## config.mk

```make
export PLATFORM = sky130hd
export DESIGN_NAME = bicolor_led_row_scan_flat
export DESIGN_NICKNAME = d
export VERILOG_FILES = /design/src/hdl/blr_pkg.sv /design/src/hdl/blr_in_if.sv /design/src/hdl/blr_out_if.sv /design/src/hdl/blr_row_ram.sv /design/src/hdl/blr_scan_ctrl.sv /design/src/hdl/bicolor_led_row_scan.sv /design/src/flat_wrapper.sv
export VERILOG_INCLUDE_DIRS = /design/src /design/src/hdl
export SDC_FILE = /design/constraint.sdc
export NUM_CORES = 1
export LEC_CHECK = 0
export ABC_CLOCK_PERIOD_IN_PS = 4700
export BUFFER_PORTS_ARGS = -buffer_cell sky130_fd_sc_hd__buf_2
export CAP_MARGIN = 20
export CELL_PAD_IN_SITES_DETAIL_PLACEMENT = 1
export CELL_PAD_IN_SITES_GLOBAL_PLACEMENT = 1
export CORE_ASPECT_RATIO = 1.25
export CORE_MARGIN = 5
export CORE_UTILIZATION = 25
export DETAILED_ROUTE_END_ITERATION = 7
export GPL_TIMING_DRIVEN = 1
export PLACE_DENSITY_LB_ADDON = 0.1
export SYNTH_ARGS = -nofsm -noshare
export SYNTH_HDL_FRONTEND = slang
export SYNTH_HIERARCHICAL = 1
export SYNTH_SLANG_ARGS = --single-unit
```

## constraint.sdc

```tcl
create_clock -name clk -period 4.7 [get_ports clk]
set_input_delay 0 -clock clk [delete_from_list [all_inputs] [get_ports clk]]
set_output_delay 0 -clock clk [all_outputs]
set_load 0.05 [all_outputs]
```

## src/hdl/bicolor_led_row_scan_macros.svh

```systemverilog
// Assertion macros used by the scan engine sequencer RTL.
`ifndef BICOLOR_LED_ROW_SCAN_MACROS_SVH
`define BICOLOR_LED_ROW_SCAN_MACROS_SVH

`ifndef NO_ASSERTIONS
// Same-cycle implication, checked at every edge outside reset.
`define BLR_ASSERT_IMP(lbl, ante, cons, msg) \
  lbl: assert property (@(posedge clk) disable iff (!rst_n) (ante) |-> (cons)) \
    else $error(msg);
// Next-cycle implication, checked at every edge outside reset.
`define BLR_ASSERT_NXT(lbl, ante, cons, msg) \
  lbl: assert property (@(posedge clk) disable iff (!rst_n) (ante) |=> (cons)) \
    else $error(msg);
`else
`define BLR_ASSERT_IMP(lbl, ante, cons, msg)
`define BLR_ASSERT_NXT(lbl, ante, cons, msg)
`endif

`endif

```

## src/hdl/blr_pkg.sv

```systemverilog
// Types and constants of the bicolor LED row scan engine.
`default_nettype none

package blr_pkg;

  localparam int unsigned ROWS     = 8;
  localparam int unsigned ROW_W    = $clog2(ROWS);
  localparam int unsigned BYTE_W   = 8;
  localparam int unsigned DUTY_W   = 3;
  localparam int unsigned CNT_W    = 4;
  localparam int unsigned FRAME_W  = 2 * BYTE_W;
  localparam int unsigned DUTYW_W  = 2 * DUTY_W;

  localparam logic [DUTY_W-1:0] DUTY_MAX = 3'd7;
  localparam logic [0:0]        MODE_WRITE = 1'b0;
  localparam logic [0:0]        MODE_TICK  = 1'b1;

  // One frame row: both colors
  typedef struct packed {
    logic [BYTE_W-1:0] green;
    logic [BYTE_W-1:0] red;
  } frame_word_t;

  // One row's duty counters
  typedef struct packed {
    logic [DUTY_W-1:0] green;
    logic [DUTY_W-1:0] red;
  } duty_word_t;

  // Control of one row memory
  typedef struct packed {
    logic             wr_en;
    logic [ROW_W-1:0] wr_addr;
    logic             rd_en;
    logic [ROW_W-1:0] rd_addr;
  } ram_ctl_t;

  // Count set bits of a byte with the folding masks
  function automatic logic [CNT_W-1:0] count_ones(input logic [BYTE_W-1:0] x);
    logic [BYTE_W-1:0] c;
    c = x - ((x >> 1) & 8'h55);
    c = ((c >> 2) & 8'h33) + (c & 8'h33);
    c = ((c >> 4) + c) & 8'h0F;
    return c[CNT_W-1:0];
  endfunction

endpackage

`default_nettype wire

```

## src/hdl/blr_in_if.sv

```systemverilog
// Input channel of the scan engine: write rows or refresh ticks.
`default_nettype none

interface blr_in_if;
  logic       valid;
  logic       ready;
  logic       mode;
  logic [2:0] row_index;
  logic [7:0] red_bits;
  logic [7:0] green_bits;

  modport source (output valid, output mode, output row_index, output red_bits,
                  output green_bits, input ready);
  modport sink   (input valid, input mode, input row_index, input red_bits,
                  input green_bits, output ready);
endinterface

`default_nettype wire

```

## src/hdl/blr_out_if.sv

```systemverilog
// Result channel of the scan engine: shift-register bytes.
`default_nettype none

interface blr_out_if;
  logic       valid;
  logic       ready;
  logic [7:0] shift_byte;
  logic       last_byte;

  modport source (output valid, output shift_byte, output last_byte, input ready);
  modport sink   (input valid, input shift_byte, input last_byte, output ready);
endinterface

`default_nettype wire

```

## src/hdl/blr_row_ram.sv

```systemverilog
// Eight-row synchronous memory with per-row valid bits that read as zero.
`default_nettype none

module blr_row_ram #(
  parameter int unsigned WIDTH = 8
) (
  input  wire logic                 clk,
  input  wire logic                 rst_n,
  input  wire blr_pkg::ram_ctl_t    ctl,
  input  wire logic [WIDTH-1:0]     wr_data,
  output logic      [WIDTH-1:0]     rd_data
);

  logic [WIDTH-1:0]         mem_r [blr_pkg::ROWS];
  logic [blr_pkg::ROWS-1:0] vld_r;
  logic [WIDTH-1:0]         rd_data_r;

  // Store the row
  always_ff @(posedge clk) begin
    if (ctl.wr_en) begin
      mem_r[ctl.wr_addr] <= wr_data;
    end
  end

  // Mark rows written since reset
  always_ff @(posedge clk) begin
    if (!rst_n) begin
      vld_r <= '0;
    end else if (ctl.wr_en) begin
      vld_r[ctl.wr_addr] <= 1'b1;
    end
  end

  // Register read data; unwritten rows read as zero
  always_ff @(posedge clk) begin
    if (ctl.rd_en) begin
      rd_data_r <= vld_r[ctl.rd_addr] ? mem_r[ctl.rd_addr] : '0;
    end
  end

  assign rd_data = rd_data_r;

endmodule

`default_nettype wire

```

## src/hdl/blr_scan_ctrl.sv

```systemverilog
// Sequencer: row writes, duty read-modify-write and the three-word output run.
`default_nettype none

`include "bicolor_led_row_scan_macros.svh"

module blr_scan_ctrl (
  input  wire logic                  clk,
  input  wire logic                  rst_n,
  blr_in_if.sink                     in_ch,
  blr_out_if.source                  out_ch,
  output blr_pkg::ram_ctl_t          frame_ctl,
  output blr_pkg::frame_word_t       frame_wdata,
  input  wire blr_pkg::frame_word_t  frame_rdata,
  output blr_pkg::ram_ctl_t          duty_ctl,
  output blr_pkg::duty_word_t        duty_wdata,
  input  wire blr_pkg::duty_word_t   duty_rdata
);

  typedef enum logic [1:0] {S_IDLE, S_CALC, S_GREEN} state_t;

  state_t                            state_r;
  logic [blr_pkg::ROW_W-1:0]         scan_row_r;
  logic                              showing_green_r;
  logic [blr_pkg::BYTE_W-1:0]        shown_r;
  logic                              out_valid_r;
  logic [blr_pkg::BYTE_W-1:0]        out_byte_r;
  logic                              out_last_r;

  logic                              out_free;
  logic                              in_fire;
  logic                              tick_fire;
  logic                              write_fire;
  logic                              calc_go;
  logic                              green_go;
  logic [blr_pkg::BYTE_W-1:0]        row_sel;
  logic [blr_pkg::BYTE_W-1:0]        bits;
  logic [blr_pkg::DUTY_W-1:0]        duty;
  logic [blr_pkg::DUTY_W-1:0]        duty_nxt;
  logic [blr_pkg::BYTE_W-1:0]        shown_nxt;

  // Handshake
  assign out_free   = !out_valid_r || out_ch.ready;
  assign in_ch.ready = (state_r == S_IDLE) && out_free;
  assign in_fire    = in_ch.valid && in_ch.ready;
  assign tick_fire  = in_fire && (in_ch.mode == blr_pkg::MODE_TICK);
  assign write_fire = in_fire && (in_ch.mode == blr_pkg::MODE_WRITE);
  assign calc_go    = (state_r == S_CALC) && out_free;
  assign green_go   = (state_r == S_GREEN) && out_free;

  assign out_ch.valid      = out_valid_r;
  assign out_ch.shift_byte = out_byte_r;
  assign out_ch.last_byte  = out_last_r;

  // Active-low select of the scanned row
  assign row_sel = ~(blr_pkg::BYTE_W'(1) << scan_row_r);

  // Gate the served color by popcount against its duty counter
  always_comb begin
    bits      = showing_green_r ? frame_rdata.green : frame_rdata.red;
    duty      = showing_green_r ? duty_rdata.green : duty_rdata.red;
    shown_nxt = (blr_pkg::count_ones(bits) >= {1'b0, duty}) ? bits : '0;
    duty_nxt  = (duty >= blr_pkg::DUTY_MAX) ? '0 : duty + 1'b1;
  end

  // Frame memory: write rows, read the scanned row on a tick
  always_comb begin
    frame_ctl.wr_en   = write_fire;
    frame_ctl.wr_addr = in_ch.row_index;
    frame_ctl.rd_en   = tick_fire;
    frame_ctl.rd_addr = scan_row_r;
    frame_wdata.red   = in_ch.red_bits;
    frame_wdata.green = in_ch.green_bits;
  end

  // Duty memory: read on a tick, write back the advanced counter
  always_comb begin
    duty_ctl.wr_en   = calc_go;
    duty_ctl.wr_addr = scan_row_r;
    duty_ctl.rd_en   = tick_fire;
    duty_ctl.rd_addr = scan_row_r;
    duty_wdata       = duty_rdata;
    if (showing_green_r) begin
      duty_wdata.green = duty_nxt;
    end else begin
      duty_wdata.red = duty_nxt;
    end
  end

  // Sequence state and output word
  always_ff @(posedge clk) begin
    if (!rst_n) begin
      state_r         <= S_IDLE;
      scan_row_r      <= '0;
      showing_green_r <= 1'b0;
      out_valid_r     <= 1'b0;
      out_last_r      <= 1'b0;
    end else begin
      case (state_r)
        S_IDLE: begin
          if (tick_fire) begin
            out_valid_r <= 1'b1;
            out_byte_r  <= row_sel;
            out_last_r  <= 1'b0;
            state_r     <= S_CALC;
          end else if (out_ch.ready) begin
            out_valid_r <= 1'b0;
          end
        end
        S_CALC: begin
          if (calc_go) begin
            out_valid_r <= 1'b1;
            out_byte_r  <= showing_green_r ? '0 : shown_nxt;
            out_last_r  <= 1'b0;
            shown_r     <= shown_nxt;
            state_r     <= S_GREEN;
          end else if (out_ch.ready) begin
            out_valid_r <= 1'b0;
          end
        end
        S_GREEN: begin
          if (green_go) begin
            out_valid_r     <= 1'b1;
            out_byte_r      <= showing_green_r ? shown_r : '0;
            out_last_r      <= 1'b1;
            showing_green_r <= !showing_green_r;
            if (showing_green_r) begin
              scan_row_r <= scan_row_r + 1'b1;
            end
            state_r <= S_IDLE;
          end else if (out_ch.ready) begin
            out_valid_r <= 1'b0;
          end
        end
        default: begin
          out_valid_r <= 1'b0;
          state_r     <= S_IDLE;
        end
      endcase
    end
  end

  `BLR_ASSERT_NXT(a_tick_starts_run, tick_fire,
                  (state_r == S_CALC) && out_valid_r && !out_last_r,
                  "tick did not start a run with the row select")
  `BLR_ASSERT_NXT(a_last_closes_run, green_go,
                  out_valid_r && out_last_r && (state_r == S_IDLE),
                  "run did not close with the last word")
  `BLR_ASSERT_NXT(a_color_toggles, green_go,
                  showing_green_r != $past(showing_green_r),
                  "served color did not alternate")
  `BLR_ASSERT_NXT(a_row_holds_on_red, green_go && !showing_green_r,
                  $stable(scan_row_r),
                  "scan row advanced after a red tick")
  `BLR_ASSERT_NXT(a_idle_green_zero, green_go && !showing_green_r,
                  out_byte_r == '0,
                  "green byte not zero while red is served")

endmodule

`default_nettype wire

```

## src/hdl/bicolor_led_row_scan.sv

```systemverilog
// Bicolor 8x8 LED matrix row scan engine, top level.
//
// in_ch carries one word per item: mode 0 stores red_bits/green_bits as frame
// row row_index and gives no result; mode 1 is a refresh tick that serves one
// color of the current scan row. out_ch carries the tick's three words in
// order: the active-low row select, the red byte, the green byte (last_byte
// set on the third). Only the served color's byte can be non-zero, and only
// while the row's popcount is at least that color's duty counter.
// The row select word is presented in the cycle after a tick is accepted;
// the red byte follows, then the green byte, each once the prior word is taken.
// The duty memory read-modify-write and the single output register serve one
// tick at a time; a row write starts no run.
// Items are taken only between runs. When the receiver stalls, the output
// word holds and the sequencer waits; no word is dropped.
// Reset (synchronous, rst_n low) clears the valid bits of both row memories,
// so all frame rows and duty counters read as zero, and restarts the scan at
// row 0 with red served first.
`default_nettype none

module bicolor_led_row_scan (
  input  wire logic clk,
  input  wire logic rst_n,
  blr_in_if.sink    in_ch,
  blr_out_if.source out_ch
);

  blr_pkg::ram_ctl_t    frame_ctl;
  blr_pkg::frame_word_t frame_wdata;
  blr_pkg::frame_word_t frame_rdata;
  blr_pkg::ram_ctl_t    duty_ctl;
  blr_pkg::duty_word_t  duty_wdata;
  blr_pkg::duty_word_t  duty_rdata;

  blr_scan_ctrl u_ctrl (
    .clk         (clk),
    .rst_n       (rst_n),
    .in_ch       (in_ch),
    .out_ch      (out_ch),
    .frame_ctl   (frame_ctl),
    .frame_wdata (frame_wdata),
    .frame_rdata (frame_rdata),
    .duty_ctl    (duty_ctl),
    .duty_wdata  (duty_wdata),
    .duty_rdata  (duty_rdata)
  );

  // Frame store: red and green bytes per row
  blr_row_ram #(.WIDTH(blr_pkg::FRAME_W)) u_frame_ram (
    .clk     (clk),
    .rst_n   (rst_n),
    .ctl     (frame_ctl),
    .wr_data (frame_wdata),
    .rd_data (frame_rdata)
  );

  // Duty store: red and green counters per row
  blr_row_ram #(.WIDTH(blr_pkg::DUTYW_W)) u_duty_ram (
    .clk     (clk),
    .rst_n   (rst_n),
    .ctl     (duty_ctl),
    .wr_data (duty_wdata),
    .rd_data (duty_rdata)
  );

endmodule

`default_nettype wire

```

## src/flat_wrapper.sv

```systemverilog
// flat-port wrapper written by rule: the top's interface ports become plain ports
module bicolor_led_row_scan_flat 
  (clk, rst_n, in_ch_valid, in_ch_mode, in_ch_row_index, in_ch_red_bits, in_ch_green_bits, in_ch_ready, out_ch_valid, out_ch_shift_byte, out_ch_last_byte, out_ch_ready);
  blr_in_if in_ch_i ();
  blr_out_if out_ch_i ();
  input  wire logic clk;
  input  wire logic rst_n;
  input wire logic [$bits(in_ch_i.valid)-1:0] in_ch_valid;
  input wire logic [$bits(in_ch_i.mode)-1:0] in_ch_mode;
  input wire logic [$bits(in_ch_i.row_index)-1:0] in_ch_row_index;
  input wire logic [$bits(in_ch_i.red_bits)-1:0] in_ch_red_bits;
  input wire logic [$bits(in_ch_i.green_bits)-1:0] in_ch_green_bits;
  output wire logic [$bits(in_ch_i.ready)-1:0] in_ch_ready;
  output wire logic [$bits(out_ch_i.valid)-1:0] out_ch_valid;
  output wire logic [$bits(out_ch_i.shift_byte)-1:0] out_ch_shift_byte;
  output wire logic [$bits(out_ch_i.last_byte)-1:0] out_ch_last_byte;
  input wire logic [$bits(out_ch_i.ready)-1:0] out_ch_ready;
  assign in_ch_i.valid = in_ch_valid;
  assign in_ch_i.mode = in_ch_mode;
  assign in_ch_i.row_index = in_ch_row_index;
  assign in_ch_i.red_bits = in_ch_red_bits;
  assign in_ch_i.green_bits = in_ch_green_bits;
  assign in_ch_ready = in_ch_i.ready;
  assign out_ch_valid = out_ch_i.valid;
  assign out_ch_shift_byte = out_ch_i.shift_byte;
  assign out_ch_last_byte = out_ch_i.last_byte;
  assign out_ch_i.ready = out_ch_ready;
  bicolor_led_row_scan u_core (.clk(clk), .rst_n(rst_n), .in_ch(in_ch_i), .out_ch(out_ch_i));
endmodule
```

==> summary.md, run 1 <==
| Metric | Value |
|---|---|
| Fin. max-slew vios | 0 |
| F_max | 229 MHz |
| Final Core Density | 29.7% |
| Drt total wl | 23.8 mm |
| Cell taking the most area after synthesis | edfxtp_1 |
| Simple-gate share of the synthesized area | 4.89% |
| Worst hold slack | 0.0643 ns |
| PortBufs | 34 |
| Post-DP Area | 0.0109 sq mm |
| Initial antenna violation count | 1 |
| Hold path start | in_ch_row_index[0] |
| Die Area | 0.0453 sq mm |
| Post-synth cell types | 42 |
| Synth area leaders | edfxtp_1 (63%), mux4_2 (10%), dfxtp_1 (4.7%), ha_1 (3.4%), mux2i_1 (3.1%) |
| Slew @ Worst Pin | 1.03 ns |
| Unrepaired setup endpoints after global routing | false |
| Max-cap violations | 0 |
| Clock latency on the worst-skew pair | 0.53 ns |
| DR WL/cell | 19.4 um |
| Pre-CTS worst setup slack | 0.0188 ns |
| Core area | 0.0409 sq mm |
| VDD IR-drop max | 0.000270 V |
| Reg2Reg Setup Slack | 0.34 ns |
| Longest Clk Path Bufs | 3 |
| CTS H-tree lvls | 1 |
| Hold Crit Class | in2reg |
| Leakage | 3.96 nW |
| Final setup violation count | 0 |
| Remaining Overflow, GRT | 0 |
| Gate count of the mapped netlist | 605 |
| Area grow syn2layout | 18.2% |
| Crit path from | u_core/u_ctrl/showing_green_r |
| Top FF cell, synth | edfxtp_1 |
| Depth of the worst register-to-register path | 17 |
| Fin worst setup slack | 0.342 ns |
| TNS Setup | 0 ns |
| Hold depth | 3 |
| Worst slew margin | 31.1% |
| Setup crit start kind | register |
| Cts bufs inserted | 27 |
| Largest net degree at the start of global routing | 41 |
| Gr usage total | 10.6% |
| Row count | 83 |
| Clock Pin Slew Worst Setup and Hold Paths | 0.06 ns |
| Yosys top cell area share | 62.5% |
| Die width | 191 um |
| Post-synthesis compound-gate area fraction | 3.90% |
| Final #Nets | 708 |
| Crit path arrival time | 4.60 ns |
| Register bit count reported by yosys | 238 |
| Area of the mapped netlist | 0.0103 sq mm |
| Ys Warns | 6 |
| Crit path time final | 4.36 ns |
| Pwr per Cell Area | 500 mW/mm^2 |
| Die Y | 237 um |
| Syn nets | 660 |
| Register area share after synthesis | 67.2% |
| Outcome | finished, final reports clean |
| Mux cell area share after synthesis | 15.0% |
| Via count | 5137 |
| DRT iter0 DRCs | 170 |
| Synth Area in XOR/XNOR | 0.767% |
| Largest family of logic cells by synthesized area | multiplexers |
| Share of post-route cells with drive strength above 1 | 24.1% |
| Async S/R FF share, synth | 0% |
| Initial DRT Pass Iterations | 4 |
| CP Class | reg2reg |
| RD Place Congestion | 0.720 |
| Fin crit share | 92.7% |
| CTS tree | done |
| Required @ worst endpoint | 4.95 ns |
| Vias in the first global route | 5694 |
| Final Skew | 0.0100 ns |
| CP endpoint kind | register |
| Post-synthesis adder-cell area fraction | 3.99% |
| Design area | 0.0122 sq mm |
| Routed Antenna Nets | 0 |
| First-pass GRT wire length | 36.1 mm |
| Average size of a mapped cell | 17.0 sq um |
| Dpl hpwl | 15.6 mm |
| Initial core utilization | 25.1% |
| Clock Sinks | 238 |
| Clk root buf | clkbuf_16 |
| Via density | 4.19 |
| IO Count | 35 |
| CP max FO | 9 |
| Worst R2R Start | u_core/u_ctrl/showing_green_r |
| Post-synth EDFFs | 214 |
| Final Hold Viols | 0 |
| Post-route DRC | 0 |
==> synth_stat cells, drive strengths merged, types with 2 or more instances <==
cell and number:
edfxtp 214, nor2 58, mux4 48, buf 47
mux2i 36, ha 28, dfxtp 24, o21a 18
inv 17, nand2 17, a21oi 15, nand2b 10
a32oi 9, clkbuf 8, nor2b 7, xnor2 7
and2 6, nor3 5, mux2 4, nor3b 4
o21ai 4, a211oi 3, a21o 3, fa 3
nand3 2, xor2 2
==> through the flow <==
| step | std cells | power, mW |
|---|---|---|
| after floorplan | 605 | 3.49 |
| after global placement | 1152 | 3.80 |
| after detailed placement | 1152 | 3.84 |
| after CTS | 1225 | 6.18 |
| after global routing | 1226 | 6.45 |
| final | 1226 | 6.08 |
==> kinds of logic after synthesis <==
kind of cell | count (synthesis)
simple gates | 111
xor+xnor | 9
buf+inv | 72
flops | 238
fa+ha+maj | 31
compound gates | 56
mux | 88
==> critical path, stage by stage (launching register included) <==
cell and delay, ns:
dfxtp_2 0.47, buf_4 0.19, mux2i_4 0.33, inv_1 0.11, ha_1 0.24, nand3_1 0.13
nand2_1 0.07, nand2_1 0.08, xor2_1 0.16, ha_1 0.18, fa_1 0.47, fa_1 0.45
xor2_1 0.16, ha_1 0.21, a211oi_2 0.26, o21ai_2 0.18, a32oi_1 0.26, a22oi_1 0.11
==> cell type report <==
type	count	area, sq um
clock inverter	13	233
antenna	1	2.50
sequential	238	6910
clock buffer	36	749
fill	4259	28800
tap	552	691
multi-input combinational	295	2970
timing repair buffer	74	531
inverter	17	63.8
==> worst paths after layout <==
kind,to
setup / recovery,u_core/u_ctrl/out_ch.shift_byte[2]
hold / removal,u_core/u_frame_ram/mem_r[7][9]
setup reg to reg,u_core/u_ctrl/out_ch.shift_byte[2]
hold reg to reg,u_core/u_frame_ram/vld_r[3]
==> power breakdown <==
group	internal, mW	switching [mW]
clock	1.45	0.836
combinational	0.476	0.793
sequential	2.48	0.0470
==> routing by layer <==
metal / wire [um] / part of all wire, % / vias up / track usage, %
li1: - / - / 2390 / -
met4: 363 / 1.5 / 0 / 2.46
met2: 12400 / 52 / 63 / 19.1
met5: 0 / 0 / - / 0
met3: 728 / 3.1 / 28 / 1.81
met1: 10200 / 43 / 2656 / 13.2
==> state kept, by name (all words and copies together), names as in the netlist, 6 cells and up <==
name	flops
u_core/u_duty_ram/rd_data	6
u_core/u_ctrl/shown_r	8
u_core/u_ctrl/out_ch.shift_byte	8
u_core/u_duty_ram/mem_r	48
u_core/u_frame_ram/vld_r	8
u_core/u_frame_ram/mem_r	128
u_core/u_duty_ram/vld_r	8
u_core/u_frame_ram/rd_data	16
==> what timing repair did <==
item / in CTS / in global routing
hold buffers: 24 / 0
setup buffers: 0 / 0
gates cloned: 0 / 0
setup endpoints to repair: 2 / 8
endpoints found under the hold margin: 156 / 0
gates resized for setup: 1 / 3
==> placed cells by master, fill, tap and decap left out, drive strengths merged, types with 2 or more instances in the layout <==
cell,count
nor3,5
nand2,17
xnor2,7
a21o,3
bufinv,6
and2,6
clkbuf,36
dlygate4sd3,24
o21a,18
nand3,2
mux2i,36
a211oi,3
inv,19
a21oi,15
mux4,48
fa,3
nand2b,10
nor3b,4
ha,28
nor2,58
buf,50
clkinv,4
nor2b,7
xor2,2
dfxtp,24
mux2,4
o21ai,4
edfxtp,214
a32oi,9
(Power assumes the default switching activity.)
==> run 2: changes to the inputs <==
--- a/config.mk
+++ b/config.mk
@@ -12,7 +12,6 @@
 export CELL_PAD_IN_SITES_DETAIL_PLACEMENT = 1
 export CELL_PAD_IN_SITES_GLOBAL_PLACEMENT = 1
 export CORE_ASPECT_RATIO = 1.25
-export CORE_MARGIN = 5
 export CORE_UTILIZATION = 25
 export DETAILED_ROUTE_END_ITERATION = 7
 export GPL_TIMING_DRIVEN = 1
==> summary.md, run 2 (synthesis results as in run 1) <==
| Metric | Value |
|---|---|
| Outcome | finished, final reports clean |
| Hold Crit Class | in2reg |
| Final #Nets | 709 (+0.14%) |
| Cell family with most CP delay | adder cells |
| IO Count | 35 (unchanged) |
| Internal power | 4.05 mW (-8.0%) |
| Design area | 0.0120 sq mm (-1.1%) |
| Register area | 0.00691 sq mm (unchanged) |
| Longest Clk Path Bufs | 3 (unchanged) |
| Initial antenna violation count | 0 (-1) |
| Gr usage total | 12.0% (+1.4 points) |
| Slew @ Worst Pin | 0.962 ns (-0.0686 ns) |
| Dpl hpwl | 15.8 mm (+1.5%) |
| Pre-CTS worst setup slack | 0.0327 ns (+0.0139 ns) |
| Row count | 82 (-1.2%) |
| Clock latency on the worst-skew pair | 0.54 ns (about the same) |
| Clock power frac | 33.7% (-3.9 points) |
| Unrepaired setup endpoints after global routing | false |
| Final Skew | 0.0237 ns (+0.0137 ns) |
| F_max | 227 MHz (-1.2%) |
| Hold Path End | u_core/u_duty_ram/rd_data[0] |
| Die Area | 0.0419 sq mm (-7.4%) |
| Setup Fix Bufs, Post-CTS | 0 (unchanged) |
| TNS Setup | 0 ns (unchanged) |
| Area grow syn2layout | 16.9% |
| RD Place Congestion | 0.777 (+7.9%) |
| Power Total | 5.74 mW (-5.7%) |
| Drt total wl | 24.4 mm (+2.9%) |
| Crit path time final | 4.41 ns (+0.0549 ns) |
| Comb power frac | 22.3% (+1.4 points) |
| Clk root buf | clkbuf_16 |
| Share of post-route cells with drive strength above 1 | 24.5% (+0.41 points) |
| Fin worst setup slack | 0.287 ns (-0.0549 ns) |
| Final setup violation count | 0 (unchanged) |
| Clock Sinks | 238 (unchanged) |
| Largest Register | u_core/u_frame_ram/mem_r |
| Crit-path cells | mux2i_1 > inv_1 > ha_1 > nor3b_1 > a21oi_1 > a21bo_1 > a21oi_2 > xnor2_1 > fa_1 > fa_1 > xor2_1 > ha_1 > a211oi_2 > o21ai_2 > a32oi_1 > a22oi_1 |
| PortBufs | 34 (unchanged) |
| Via density | 4.27 (+1.9%) |
| Cts bufs inserted | 26 (-3.7%) |
| Worst hold slack | 0.0243 ns (-0.0400 ns) |
| Max-cap violations | 0 (unchanged) |
| Sequential power share | 44.0% (+2.5 points) |
| CP max stage cell | fa_1 |
| Psw | 1.68 mW (+0.48%) |
| Required @ worst endpoint | 4.94 ns (about the same) |
| Final Instance Count excl. Fillers | 1220 (-0.49%) |
| Buffers plus inverters on the worst setup path | 1 (-1) |
| Vias in the first global route | 5898 (+3.6%) |
| Reg2Reg Setup Slack | 0.29 ns (-0.05 ns) |
| Hold path start | in_ch_valid |
| Number of flip-flops under the largest register name | 128 (unchanged) |
| CTS tree | done |
| Crit path largest cell delay | 0.50 ns (+0.03 ns) |
| DRT iter0 DRCs | 201 (+18%) |
| Setup crit start kind | register |
| First-pass GRT wire length | 37.1 mm (+2.9%) |
| CP Class | reg2reg |
| FF-to-FF End | u_core/u_ctrl/out_ch.shift_byte[2] |
| Clock Pin Slew Worst Setup and Hold Paths | 0.07 ns (about the same) |
| Depth of the worst register-to-register path | 16 (-1) |
| Hold depth | 3 (unchanged) |
| Core area | 0.0403 sq mm (-1.5%) |
| Post-DP Area | 0.0110 sq mm (+0.39%) |
| Worst slew margin | 35.7% (+4.6 points) |
| Post-route DRC | 0 (unchanged) |
| CP endpoint kind | register |
| Via count | 5208 (+1.4%) |
| Final Core Density | 29.8% (+0.094 points) |
| Die width | 183 um (-4.2%) |
| N_diodes | 0 (-1) |
| Fin crit share | 93.9% (+1.2 points) |
| Initial core utilization | 25.5% (+0.37 points) |
| Remaining Overflow, GRT | 0 (unchanged) |
| CTS H-tree lvls | 1 (unchanged) |
| Placed insts | 1148 (-0.35%) |
| Fin. max-slew vios | 0 (unchanged) |
| Routed Antenna Nets | 0 (unchanged) |
| Switch share | 29.4% (+1.8 points) |
| Worst R2R Start | u_core/u_ctrl/showing_green_r |
| Largest net degree at the start of global routing | 33 (-20%) |
| Pwr per Cell Area | 478 mW/mm^2 (-4.6%) |
| CP max FO | 9 (unchanged) |
| VDD IR-drop max | 0.000383 V (+42%) |
| Final Hold Viols | 0 (unchanged) |
| DR WL/cell | 20.0 um (+3.4%) |
| Crit path arrival time | 4.65 ns (+0.05 ns) |
| Die Y | 229 um (-3.4%) |
| Multi-input gate area | 0.00298 sq mm (+0.38%) |
| Initial DRT Pass Iterations | 4 (unchanged) |
| Most frequent cells in the layout | edfxtp_1 (214), nor2_1 (51), mux4_2 (46) |
| Leakage | 3.89 nW (-1.9%) |
| Fill cell count | 4175 (-2.0%) |
| Most common cell after layout, fill and taps aside | edfxtp_1 |
[run 2: changes by cell type in the layout (fill, tap and decap cells not counted), sizes merged]
cell      previous run  this run
diode                1         0
inv                 19        17
clkbuf              36        31
clkinv               4        13
clkinvlp             1         3
bufinv               6         1
buf                 50        52
[run 2: area by class of cell]
type | count | share of cell area [%]
clock inverters | 17 | 0.969
clock buffers | 31 | 5.75
flip-flops and latches | 238 | 57.6
repair buffers | 76 | 4.71
inverters | 17 | 0.531
well taps | 546 | 5.69
multi-input cells | 295 | 24.8
[run 2: how the worst max path moves through the flow]
stage / slack, ns / to / from / cells after the start
6_report: 0.29 / u_core/u_ctrl/out_ch.shift_byte[2] / u_core/u_ctrl/showing_green_r / 16
5_1_grt: 0.04 / u_core/u_ctrl/out_ch.shift_byte[4] / u_core/u_ctrl/showing_green_r / 16
4_1_cts: 0.14 / u_core/u_ctrl/out_ch.shift_byte[2] / u_core/u_ctrl/showing_green_r / 16
3_5_place_dp: 0.03 / u_core/u_ctrl/out_ch.shift_byte[2] / u_core/u_ctrl/showing_green_r / 16
3_3_place_gp: 0.18 / u_core/u_ctrl/out_ch.shift_byte[2] / u_core/u_ctrl/showing_green_r / 16
2_1_floorplan: 0.40 / u_core/u_ctrl/out_ch.shift_byte[2] / u_core/u_ctrl/showing_green_r / 18
[run 2: tightest hold or removal path, stage by stage]
cell and delay, ns:
buf_2 0.13, nand2_1 0.14, nor2_2 0.11
[run 2: per-layer routing]
metal  track usage (%)  vias to the layer above  share of wire, %
met4              4.27                        0               2.7
met5                 0                        -                 0
met3              1.91                       35               3.2
met2              21.6                       82                52
met1              14.3                     2694                42
li1                  -                     2397                 -
[run 2: power by group through the flow]
stage / sequential, mW / combinational, mW / clock, mW
after global routing: 2.53 / 1.44 / 2.08
after CTS: 2.53 / 1.29 / 2.01
final: 2.52 / 1.28 / 1.93
after detailed placement: 2.57 / 1.26 / 0
after floorplan: 2.59 / 0.900 / 0
after global placement: 2.57 / 1.23 / 0
[run 2: timing repair]
action                                 CTS  global route
endpoints found under the hold margin  159             0
setup endpoints to repair                1             8
hold buffers                            24             0
resized for setup                        2             1
==> run 3: changes to the inputs <==
--- a/config.mk
+++ b/config.mk
@@ -7,15 +7,16 @@
 export NUM_CORES = 1
 export LEC_CHECK = 0
 export ABC_CLOCK_PERIOD_IN_PS = 4700
-export BUFFER_PORTS_ARGS = -buffer_cell sky130_fd_sc_hd__buf_2
 export CAP_MARGIN = 20
 export CELL_PAD_IN_SITES_DETAIL_PLACEMENT = 1
 export CELL_PAD_IN_SITES_GLOBAL_PLACEMENT = 1
 export CORE_ASPECT_RATIO = 1.25
 export CORE_UTILIZATION = 25
 export DETAILED_ROUTE_END_ITERATION = 7
+export DONT_BUFFER_PORTS = 1
 export GPL_TIMING_DRIVEN = 1
 export PLACE_DENSITY_LB_ADDON = 0.1
+export SKIP_LAST_GASP = 1
 export SYNTH_ARGS = -nofsm -noshare
 export SYNTH_HDL_FRONTEND = slang
 export SYNTH_HIERARCHICAL = 1
==> summary.md, run 3 (synthesis results as in run 1) <==
| Metric | Value |
|---|---|
| Share of post-route cells with drive strength above 1 | 20.6% (-3.9 points) |
| Fin. max-slew vios | 0 (unchanged) |
| Final Core Density | 29.7% (-0.13 points) |
| CP max stage cell | dfxtp_2 |
| Die Area | 0.0419 sq mm (unchanged) |
| Final setup violation count | 0 (unchanged) |
| CP max FO | 9 (unchanged) |
| Pwr per Cell Area | 506 mW/mm^2 (+6.0%) |
| Via count | 5089 (-2.3%) |
| Clock latency on the worst-skew pair | 0.54 ns (about the same) |
| Post-route DRC | 0 (unchanged) |
| Core area | 0.0403 sq mm (unchanged) |
| IO Count | 35 (unchanged) |
| Setup crit start kind | register |
| DRT iter0 DRCs | 162 (-19%) |
| Routed Antenna Nets | 0 (unchanged) |
| Die Y | 229 um (unchanged) |
| First-pass GRT wire length | 36.1 mm (-2.8%) |
| Number of flip-flops under the largest register name | 128 (unchanged) |
| Largest Register | u_core/u_frame_ram/mem_r |
| Longest Clk Path Bufs | 3 (unchanged) |
| Hold Crit Class | in2reg |
| Outcome | finished, final reports clean |
| Gr usage total | 11.8% (-0.23 points) |
| Clk root buf | clkbuf_16 |
| Crit path arrival time | 4.60 ns (-0.05 ns) |
| Vias in the first global route | 5698 (-3.4%) |
| Post-DP Area | 0.0107 sq mm (-1.9%) |
| Clock Pin Slew Worst Setup and Hold Paths | 0.06 ns (about the same) |
| Wire length on met1 | 10.1 mm (-3.2%) |
| Final Skew | 0.0106 ns (-0.0131 ns) |
| Met2 Wirelength | 12.8 mm (+1.4%) |
| Clock Sinks | 238 (unchanged) |
| Leakage | 3.80 nW (-2.2%) |
| Cts bufs inserted | 27 (+3.8%) |
| Row count | 82 (unchanged) |
| Initial core utilization | 25.5% (unchanged) |
| Routed wl met3 | 801 um (+2.8%) |
| Worst slew margin | 30.8% (-4.9 points) |
| Final Instance Count excl. Fillers | 1183 (-3.0%) |
| PortBufs | 0 (-100%) |
| Most frequent cells in the layout | edfxtp_1 (214), nor2_1 (51), mux4_2 (46) |
| Max-cap violations | 0 (unchanged) |
| DR WL/cell | 20.4 um (+1.8%) |
| Most common cell after layout, fill and taps aside | edfxtp_1 |
| VDD IR-drop max | 0.000388 V (+1.5%) |
| Dpl hpwl | 15.1 mm (-4.3%) |
| TNS Setup | 0 ns (unchanged) |
| Final #Nets | 672 (-5.2%) |
| F_max | 230 MHz (+1.7%) |
| Cell family with most CP delay | adder cells |
| CP Class | reg2reg |
| Slew @ Worst Pin | 1.03 ns (+0.0725 ns) |
| Initial antenna violation count | 0 (unchanged) |
| Highest routed layer | met4 |
| Via density | 4.30 (+0.77%) |
| Crit path largest cell delay | 0.47 ns (-0.03 ns) |
| Largest net degree at the start of global routing | 55 (+67%) |
| RD Place Congestion | 0.761 (-2.1%) |
| Remaining Overflow, GRT | 0 (unchanged) |
| Final Hold Viols | 0 (unchanged) |
| Drt total wl | 24.1 mm (-1.3%) |
| Design area | 0.0120 sq mm (-0.43%) |
| Placed insts | 1111 (-3.2%) |
| Setup Fix Bufs, Post-CTS | 0 (unchanged) |
| Unrepaired setup endpoints after global routing | false |
| CTS tree | done |
| CP endpoint kind | register |
| Crit path time final | 4.34 ns (-0.0725 ns) |
| Fin crit share | 92.3% (-1.5 points) |
| Area grow syn2layout | 16.4% |
| Cell mode on critical path | ha_1 |
| Crit-path cells | buf_4 > mux2i_4 > inv_1 > ha_1 > nand3_1 > nand2_1 > nand2_1 > xor2_1 > ha_1 > fa_1 > fa_1 > xor2_1 > ha_1 > a211oi_2 > o21ai_2 > a32oi_1 > mux2i_1 |
| Required @ worst endpoint | 4.96 ns (+0.02 ns) |
| CTS H-tree lvls | 1 (unchanged) |
| N_diodes | 0 (unchanged) |
| Die width | 183 um (unchanged) |
| Initial DRT Pass Iterations | 4 (unchanged) |
| Power Total | 6.05 mW (+5.5%) |
| Buffers plus inverters on the worst setup path | 2 (+1) |
run 3: power breakdown:
part	switching, mW	total, mW	leakage (nW)	internal (mW)
Clock	0.837	2.27	0.468	1.44
Sequential	0.101	2.58	2.14	2.48
Combinational	0.748	1.20	1.19	0.454
run 3: final cells by class:
type                            count  area, sq um
Clock buffer                       37          743
Tap cell                          546          683
Timing Repair Buffer               38          343
Fill cell                        4142        28400
Clock inverter                     12          220
Multi-Input combinational cell    295         2990
Inverter                           17         63.8
Sequential cell                   238         6920
run 3: worst min-delay path: stages:
cell	delay, ns
nand2_1	0.09
nor2_2	0.04
buf_4	0.23
run 3: path summary, 6_finish.rpt:
kind | start | endpoint | slack [ns] | cells past startpoint
setup / recovery | u_core/u_ctrl/showing_green_r | u_core/u_ctrl/out_ch.shift_byte[3] | 0.36 | 17
hold / removal | in_ch_row_index[2] | u_core/u_frame_ram/mem_r[7][14] | 0.05 | 3
setup reg to reg | u_core/u_ctrl/showing_green_r | u_core/u_ctrl/out_ch.shift_byte[3] | 0.36 | 17
hold reg to reg | u_core/u_frame_ram/vld_r[6] | u_core/u_frame_ram/vld_r[6] | 0.46 | 1
run 3: routing by layer:
layer  vias to the layer above  global-route usage, %
met5                         -                      0
met4                         0                   3.57
met3                        31                   1.94
met2                        75                   21.6
met1                      2663                   13.9
li1                       2320                      -
run 3: through the flow:
stage / worst slack (ns) / hold slack (ns)
global route: 0.100 / 0.0529
CTS: 0.0199 / 0.0268
floorplan: 0.395 / 0.117
global placement: 0.191 / 0.0992
detailed placement: 0.0371 / 0.0992
finish: 0.360 / 0.0477
run 3: repair_timing:
action / CTS / global route
hold buffers: 23 / 0
endpoints found under the hold margin: 200 / 0
resized for setup: 0 / 5
endpoints found under the setup margin: 0 / 16
